### src/rtl/core/tcp_pkg.sv
// Types and constants shared by the tone cadence player modules.
// Depends on nothing; every other file of the block but tcp_if imports it.
package tcp_pkg;

  localparam int OPCODE_W = 2;
  localparam int SEG_IDX_W = 4;
  localparam int DUR_W = 16;
  localparam int WADDR_W = 13;
  localparam int SAMPLE_W = 16;
  localparam int PASS_W = 8;

  localparam logic [DUR_W-1:0] STOP_LENGTH = 16'd32000;

  typedef enum logic [OPCODE_W-1:0] {
    OP_TICK     = 2'd0,
    OP_SEG_WR   = 2'd1,
    OP_WAVE_WR  = 2'd2,
    OP_RESTART  = 2'd3
  } tcp_op_t;

  // One segment table entry.
  typedef struct packed {
    logic [DUR_W-1:0]   dur;
    logic               rpt;
    logic               rep;
    logic [WADDR_W-1:0] base;
    logic [WADDR_W-1:0] len;
  } tcp_seg_t;

  typedef enum logic [1:0] {
    RD_ZERO,
    RD_CUR,
    RD_WALK
  } tcp_rd_sel_t;

  typedef enum logic [3:0] {
    ST_IDLE,
    ST_RST_LD,
    ST_WALK_RD,
    ST_WALK_EVAL,
    ST_FINAL_EVAL,
    ST_STOP,
    ST_SEG_RD,
    ST_SEG_EVAL,
    ST_EMIT_PLAY,
    ST_EMIT_IDLE
  } tcp_state_t;

  // Commands from the controller to the datapath.
  typedef struct packed {
    logic        req_ready;
    logic        restart_init;
    logic        load_len0;
    tcp_rd_sel_t tbl_sel;
    logic        walk_init;
    logic        walk_step;
    logic        commit;
    logic        stop;
    logic        seg_eval;
    logic        emit_idle;
    logic        emit_play;
  } tcp_ctl_t;

  // Status from the datapath to the controller.
  typedef struct packed {
    logic    req_valid;
    tcp_op_t req_op;
    logic    active;
    logic    sc_ge_len;
    logic    t_eq_start;
    logic    limit_hit;
    logic    ev_stop;
    logic    ev_break;
    logic    fin_stop;
    logic    res_free;
  } tcp_stat_t;

endpackage

### src/rtl/core/tcp_ctrl.sv
// Controller state machine of the tone cadence player.
// Depends on tcp_pkg; drives the datapath through tcp_ctl_t and reads tcp_stat_t.
module tcp_ctrl (
  input  logic               clk,
  input  logic               rst,
  input  tcp_pkg::tcp_stat_t stat,
  output tcp_pkg::tcp_ctl_t  ctl
);
  import tcp_pkg::*;

  tcp_state_t state;
  tcp_state_t state_next;

  always_ff @(posedge clk) begin
    if (rst) begin
      state <= ST_IDLE;
    end else begin
      state <= state_next;
    end
  end

  always_comb begin
    state_next = state;
    case (state)
      ST_IDLE: begin
        if (stat.req_valid) begin
          case (stat.req_op)
            OP_RESTART: state_next = ST_RST_LD;
            OP_TICK: begin
              if (!stat.active) begin
                state_next = ST_EMIT_IDLE;
              end else if (stat.sc_ge_len) begin
                state_next = ST_WALK_RD;
              end else begin
                state_next = ST_SEG_RD;
              end
            end
            default: state_next = ST_IDLE;
          endcase
        end
      end
      ST_RST_LD: state_next = ST_IDLE;
      ST_WALK_RD: begin
        if (stat.t_eq_start) begin
          state_next = ST_FINAL_EVAL;
        end else if (stat.limit_hit) begin
          state_next = ST_STOP;
        end else begin
          state_next = ST_WALK_EVAL;
        end
      end
      ST_WALK_EVAL: begin
        if (stat.ev_stop) begin
          state_next = ST_STOP;
        end else if (stat.ev_break) begin
          state_next = ST_FINAL_EVAL;
        end else begin
          state_next = ST_WALK_RD;
        end
      end
      ST_FINAL_EVAL: state_next = stat.fin_stop ? ST_STOP : ST_SEG_RD;
      ST_STOP:       state_next = ST_EMIT_IDLE;
      ST_SEG_RD:     state_next = ST_SEG_EVAL;
      ST_SEG_EVAL:   state_next = ST_EMIT_PLAY;
      ST_EMIT_PLAY:  state_next = stat.res_free ? ST_IDLE : ST_EMIT_PLAY;
      ST_EMIT_IDLE:  state_next = stat.res_free ? ST_IDLE : ST_EMIT_IDLE;
      default:       state_next = ST_IDLE;
    endcase
  end

  always_comb begin
    ctl = '0;
    ctl.tbl_sel = RD_ZERO;
    case (state)
      ST_IDLE: begin
        ctl.req_ready = 1'b1;
        if (stat.req_valid && stat.req_op == OP_RESTART) begin
          ctl.restart_init = 1'b1;
        end
        if (stat.req_valid && stat.req_op == OP_TICK && stat.active && stat.sc_ge_len) begin
          ctl.walk_init = 1'b1;
        end
      end
      ST_RST_LD:     ctl.load_len0 = 1'b1;
      ST_WALK_RD:    ctl.tbl_sel = RD_WALK;
      ST_WALK_EVAL: begin
        ctl.tbl_sel = RD_WALK;
        ctl.walk_step = 1'b1;
      end
      ST_FINAL_EVAL: begin
        ctl.tbl_sel = RD_WALK;
        ctl.commit = !stat.fin_stop;
      end
      ST_STOP:       ctl.stop = 1'b1;
      ST_SEG_RD:     ctl.tbl_sel = RD_CUR;
      ST_SEG_EVAL:   ctl.seg_eval = 1'b1;
      ST_EMIT_PLAY:  ctl.emit_play = stat.res_free;
      ST_EMIT_IDLE:  ctl.emit_idle = stat.res_free;
      default:       ctl = '0;
    endcase
  end

endmodule

### config.mk
export PLATFORM = sky130hd
export DESIGN_NAME = tcp_ctrl
export DESIGN_NICKNAME = d
export VERILOG_FILES = /design/src/rtl/core/tcp_pkg.sv /design/src/rtl/core/tcp_ctrl.sv
export SDC_FILE = /design/constraint.sdc
export NUM_CORES = 1
export LEC_CHECK = 0
export ABC_AREA = 0
export BUFFER_PORTS_ARGS = -buffer_cell sky130_fd_sc_hd__buf_2
export CORE_AREA = 3 3 40 42
export DETAILED_ROUTE_END_ITERATION = 7
export DIE_AREA = 0 0 43 45
export PLACE_DENSITY_LB_ADDON = 0.2
export SLEW_MARGIN = 20
export SYNTH_ARGS = -nofsm -noshare
export SYNTH_HDL_FRONTEND = slang
export SYNTH_SLANG_ARGS = --single-unit
### constraint.sdc
create_clock -name clk -period 1.7 [get_ports clk]
set_clock_uncertainty 0.05 [all_clocks]
set_input_delay 0.255 -clock clk [delete_from_list [all_inputs] [get_ports clk]]
set_output_delay 0.255 -clock clk [all_outputs]
set_load 0.02 [all_outputs]
==> results.json, run 1 <==
{
  "status": "complete, no violations",
  "cts_tree": "yes",
  "drt-total-wl_um": 1330,
  "rsz0062_at_grt": "true",
  "reg2reg_slack_ns": 0.17,
  "ios": 25,
  "final_hold_viol_count": 0,
  "synthAdderAreaFrac_pct": 5.18,
  "clkTransAtPathRegs_ns": 0.04,
  "clock-sinks": 4,
  "synthMuxAreaShare_pct": 0,
  "slowest_delay_ns": 0.35,
  "vias": 579,
  "cts_max_level": 1,
  "n_antenna_cell": 0,
  "avgSynthCellArea_um2": 7.32,
  "largest_reg_flops": 4,
  "crit_path_cell_trace": "nor4_4 > nand3_2 > nor2_1 > buf_4",
  "finish.instance_area_um2": 694,
  "swShare_pct": 30.9,
  "period_share_pct": 95.2,
  "path_max_fanout": 4,
  "worstPathArrival_ns": 1.31,
  "ctsLongestPathBuffers": 2,
  "initial_core_util_pct": 37.6,
  "grt-ovfl-total": 0,
  "antenna_found_initial": 0,
  "first_iter_violations": 11,
  "required_ns": 1.39,
  "fmax_mhz": 618,
  "ys_types": 33,
  "hold_slack_ns": 0.286,
  "relSlewSlack_pct": 81.7,
  "die_w_um": 43,
  "grt_util_all_layers_pct": 14.6,
  "hold_path_class": "input pin to flip-flop",
  "via_per_inst": 5.12,
  "reg2reg_from": "state[1]$_SDFFE_PP0P_",
  "drc": 0,
  "cts_buffers": 3,
  "clkPwrFrac_pct": 36.0,
  "die_area_mm2": 0.00194,
  "dp_hpwl_um": 980,
  "io_buffers": 24,
  "p_leak_uw": 0.000331,
  "first_pass_iters": 4,
  "grt_pass1_vias": 505,
  "syn_nets": 81,
  "synth-edff-count": 0,
  "synth-simple-area-share_pct": 39.6,
  "cts_root_buf": "clkbuf_4",
  "layout.nets": 115,
  "p_int_uw": 229,
  "grt_max_degree": 12,
  "setup_viol": 0,
  "grt_pass1_wl_um": 2150,
  "num_rows": 13,
  "critPathKind": "flip-flop to primary output",
  "cp-start-kind": "flip-flop",
  "switching_power_uw": 102,
  "ir_worst_vdd_mv": 0.423,
  "worst_pin_slew_ns": 0.272,
  "power_frac_seq_pct": 31.2,
  "synthesis.instances": 66,
  "startpoint": "state[1]$_SDFFE_PP0P_",
  "reg_top3": "state x4",
  "ys_seq_elements": 4,
  "place_congestion": 0.781,
  "synth_xor_area_share_pct": 0,
  "finalMaxSlewViolations": 0,
  "pwr_density_cell_mw_per_mm2": 477,
  "setup.worst_path.end_class": "primary output",
  "comb_power_share_pct": 32.8,
  "ys_seq_area_share_pct": 16.6,
  "ant_nets": 0,
  "ff2ff_path_depth": 6,
  "wl_per_cell_um": 11.8,
  "yosysWarnings": 0,
  "coreArea_mm2": 0.00128,
  "synthToLayoutAreaGrowth_pct": 43.8,
  "cp_slowest_cell": "dfxtp_4",
  "synth-async-reset-ratio_pct": 0,
  "synth_ff_type": "dfxtp_1",
  "drive_gt1_share_pct": 50.0,
  "top_register": "state",
  "synth_top_family_by_area": "simple AND/OR/NAND/NOR gates",
  "nFillCells": 131,
  "r2r-end": "state[2]$_SDFFE_PP0P_",
  "drv_cap": 0,
  "die_y_um": 45,
  "cp-endpoint": "ctl[6]",
  "dpl_cell_area_um2": 602,
  "clock_latency_ns": 0.24,
  "fin_crit_ns": 1.62,
  "syn_area_um2": 483,
  "synth_compound_area_share_pct": 27.5
}
logic make-up (layout without fill, tap and decap cells):
group,count (synthesis),count (layout)
and+or+nand+nor,33,33
AOI/OAI and AO/OA,18,18
DFF,4,4
adders and majority gates,2,2
buffers and inverters,9,41
worst max-delay path, delay by kind of cell (launching register included):
family,cells,cell delay [ns]
flip-flops,1,0.35
AND/OR/NAND/NOR,3,0.58
buffers and inverters,1,0.15
what timing repair did:
action,4_1_cts,5_1_grt
pin swaps,1,3
hold buffers,0,0
cloned,0,0
buffers inserted,1,6
endpoints found under the setup margin,4,4
gates resized for setup,3,6
through the flow:
stage | utilization, % | TNS [ns] | total power, µW | setup WS [ns] | std cells
floorplan | - | 0 | 167 | 0.0402 | 66
global placement | 46.8 | 0 | 200 | 0.199 | 103
detailed placement | 46.8 | 0 | 199 | 0.183 | 103
CTS | 49.5 | 0 | 328 | 0.0212 | 107
global route | 54.0 | -0.0321 | 360 | -0.0321 | 113
finish | 54.0 | 0 | 331 | 0.0818 | 113
routing by layer:
| layer | GRT usage (%) | vias to the layer above | part of all wire (%) |
|---|---|---|---|
| li1 | - | 300 | - |
| met1 | 19.2 | 247 | 45 |
| met2 | 23.1 | 32 | 47 |
| met3 | 3.98 | 0 | 8.5 |
| met4 | 5.42 | 0 | 0 |
| met5 | 0 | - | 0 |
area by class of cell:
| cell class | instances | area (µm²) | area share, % |
|---|---|---|---|
| timing repair buffer | 33 | 193 | 27.7 |
| inverter | 5 | 18.8 | 2.70 |
| clock buffer | 3 | 22.5 | 3.24 |
| sequential | 4 | 92.6 | 13.3 |
| tap | 15 | 18.8 | 2.70 |
| multi-input combinational | 53 | 349 | 50.3 |
placed cells by master, fill, tap and decap left out, types with 2 or more instances in the layout:
| cell type | count |
|---|---|
| a211o_1 | 2 |
| a21oi_1 | 3 |
| a22oi_1 | 2 |
| buf_2 | 22 |
| buf_4 | 11 |
| clkbuf_4 | 3 |
| dfxtp_4 | 3 |
| ha_1 | 2 |
| inv_1 | 3 |
| inv_2 | 2 |
| nand2_1 | 5 |
| nand2b_1 | 2 |
| nor2_1 | 10 |
| nor2b_1 | 3 |
| nor3_1 | 3 |
| nor4_1 | 2 |
| o211ai_1 | 2 |
| o21a_1 | 2 |
power by group through the flow:
stage	sequential (µW)	combinational, µW	clock (µW)
final	104	109	119
after global routing	104	120	135
after floorplan	101	66.3	0
after detailed placement	109	89.5	0
after CTS	109	94.0	125
after global placement	110	90.0	0
synth_stat cells, types with 2 or more instances:
cell / number / share of area (%)
nand2b_1: 2 / 2.6
dfxtp_1: 4 / 17
buf_6: 2 / 4.7
o21a_1: 2 / 3.1
inv_1: 3 / 2.3
nor3_1: 3 / 3.1
a211o_1: 2 / 3.6
nor2_1: 10 / 7.8
nand2_1: 5 / 3.9
a22oi_1: 2 / 3.1
nor4_1: 2 / 2.6
ha_1: 2 / 5.2
a21oi_1: 3 / 3.1
inv_2: 2 / 1.6
o211ai_1: 2 / 3.1
nor2b_1: 3 / 3.9
how the worst min path moves through the flow:
stage | startpoint | to | slack, ns | depth (start not counted)
3_5_place_dp | stat[7] | state[1]$_SDFFE_PP0P_ | 0.52 | 3
6_report | stat[6] | state[2]$_SDFFE_PP0P_ | 0.29 | 3
3_3_place_gp | stat[7] | state[1]$_SDFFE_PP0P_ | 0.52 | 3
5_1_grt | stat[6] | state[2]$_SDFFE_PP0P_ | 0.29 | 3
2_1_floorplan | stat[7] | state[1]$_SDFFE_PP0P_ | 0.37 | 2
4_1_cts | stat[7] | state[1]$_SDFFE_PP0P_ | 0.27 | 3
Note: power is estimated with default switching activity, not from simulation.
==> inputs of run 2 (changes only) <==
Settings changed: BUFFER_PORTS_ARGS -buffer_cell sky130_fd_sc_hd__buf_2 to -buffer_cell sky130_fd_sc_hd__clkbuf_2, CELL_PAD_IN_SITES_DETAIL_PLACEMENT from default to 0, CELL_PAD_IN_SITES_GLOBAL_PLACEMENT from default to 1, CORE_AREA 3 3 40 42 to default, CORE_MARGIN from default to 3, CORE_UTILIZATION from default to 29, DIE_AREA 0 0 43 45 to default.
==> run 2 against run 1 <==
Effect of this change:
- via count down 2.9%
- critical endpoint unchanged
- register-to-register slack better by 0.10 ns
- highest routed layer unchanged
- count of clock-buffer cells in the layout unchanged
- cell count down 3.5%
- clock power about the same
- first-iteration DRC count down 36%
- largest cell class unchanged
==> results.json, run 2 (same netlist as run 1, synthesis figures left out) <==
{
  "status": "complete, no violations",
  "antenna_found_initial": 0,
  "reg_top3": "state x4",
  "clock_latency_ns": 0.24,
  "required_ns": 1.39,
  "rsz0062_at_grt": "false",
  "dp_hpwl_um": 1080,
  "initial_core_util_pct": 31.3,
  "drc": 0,
  "setup.worst_path.end_class": "primary output",
  "ir_worst_vdd_mv": 0.369,
  "drive_gt1_share_pct": 47.3,
  "cts_tree": "yes",
  "cts_max_level": 1,
  "first_iter_violations": 7,
  "grt_pass1_vias": 520,
  "grt_pass1_wl_um": 2160,
  "crit_buf_inv": 1,
  "cts_buffers": 3,
  "ctsLongestPathBuffers": 2,
  "period_share_pct": 95.6,
  "relSlewSlack_pct": 81.1,
  "p_leak_uw": 0.000299,
  "ios": 25,
  "fin_crit_ns": 1.63,
  "reg2reg_slack_ns": 0.27,
  "io_buffers": 24,
  "cp-start-kind": "flip-flop",
  "die_area_mm2": 0.00219,
  "layout.nets": 110,
  "crit_cells": 4,
  "n_antenna_cell": 0,
  "worst_pin_slew_ns": 0.281,
  "dpl_cell_area_um2": 603,
  "vias": 562,
  "top_register": "state",
  "critPathKind": "flip-flop to primary output",
  "die_y_um": 46.8,
  "coreArea_mm2": 0.00154,
  "finalMaxSlewViolations": 0,
  "ant_nets": 0,
  "num_rows": 14,
  "slowest_delay_ns": 0.38,
  "hold_path_class": "input pin to flip-flop",
  "final_common_cell": "clkbuf_2",
  "crit_family": "simple AND/OR/NAND/NOR gates",
  "nFillCells": 182,
  "setup_viol": 0,
  "layout_common_cells": "clkbuf_2 (23), nor2_1 (10), nand2_1 (5), buf_4 (5)",
  "grt-ovfl-total": 0,
  "final_hold_viol_count": 0,
  "drt-total-wl_um": 1310,
  "wl_per_cell_um": 12.0,
  "die_w_um": 46.8,
  "fmax_mhz": 615,
  "largest_reg_flops": 4,
  "drv_cap": 0,
  "fin_cells": 109,
  "clock-sinks": 4,
  "cp_slowest_cell": "dfxtp_4",
  "tns_ns": 0,
  "grt_max_degree": 12,
  "via_per_inst": 5.16,
  "crit_path_cell_trace": "nor4_4 > nand3_2 > nor2_1 > buf_4",
  "first_pass_iters": 4,
  "worstPathArrival_ns": 1.32,
  "clkTransAtPathRegs_ns": 0.04,
  "holdPathStages": 3,
  "ff2ff_path_depth": 5,
  "place_congestion": 0.727,
  "place_inst": 104,
  "synthToLayoutAreaGrowth_pct": 35.8,
  "cts_root_buf": "clkbuf_4",
  "grt_util_all_layers_pct": 13.7,
  "finish.instance_area_um2": 656,
  "path_max_fanout": 11,
  "utilization_pct": 42.5,
  "pwr_density_cell_mw_per_mm2": 485
}
==> run 2: tightest hold or removal path, cell delays in order <==
cell and delay, ns:
clkbuf_2 0.09, o21a_1 0.13, a21oi_2 0.05
==> run 2: final timing paths <==
kind | startpoint | endpoint
setup / recovery | state[2]$_SDFFE_PP0P_ | ctl[6]
hold reg to reg | state[1]$_SDFFE_PP0P_ | state[0]$_SDFFE_PP0P_
setup reg to reg | state[1]$_SDFFE_PP0P_ | state[2]$_SDFFE_PP0P_
hold / removal | stat[6] | state[2]$_SDFFE_PP0P_
==> run 2: power breakdown <==
part | switching [µW] | internal (µW) | total [µW]
clock | 40.4 | 79.1 | 120
sequential | 9.41 | 94.6 | 104
combinational | 50.2 | 44.5 | 94.7
total | 100 | 218 | 318
==> run 2: final cells by class <==
cell class | count | area [µm²] | share of cell area [%]
Clock buffer | 3 | 22.5 | 3.44
Inverter | 5 | 18.8 | 2.86
Multi-Input combinational cell | 53 | 349 | 53.2
Sequential cell | 4 | 92.6 | 14.1
Tap cell | 16 | 20.0 | 3.05
Timing Repair Buffer | 28 | 153 | 23.3
==> run 2: metal layers <==
layer / global-route usage, % / part of all wire (%) / vias to the layer above
met5: 0 / 0 / -
li1: - / - / 293
met3: 2.68 / 6.2 / 0
met4: 6.63 / 0 / 0
met1: 18.8 / 47 / 251
met2: 20.3 / 47 / 18
==> run 2: stage by stage <==
stage | hold slack (ns) | total power [µW] | worst slack, ns
after floorplan | 0.373 | 167 | 0.0402
after global placement | 0.511 | 202 | 0.172
after detailed placement | 0.517 | 201 | 0.162
after CTS | 0.287 | 323 | 0.000847
after global routing | 0.307 | 341 | 0.00377
final | 0.283 | 318 | 0.0749
==> run 2: repair_timing <==
action                                  CTS  global route
setup buffers                             1             1
endpoints found under the setup margin    4             2
gates resized for setup                   5             4
hold buffers                              0             0
pin swaps                                 2             3
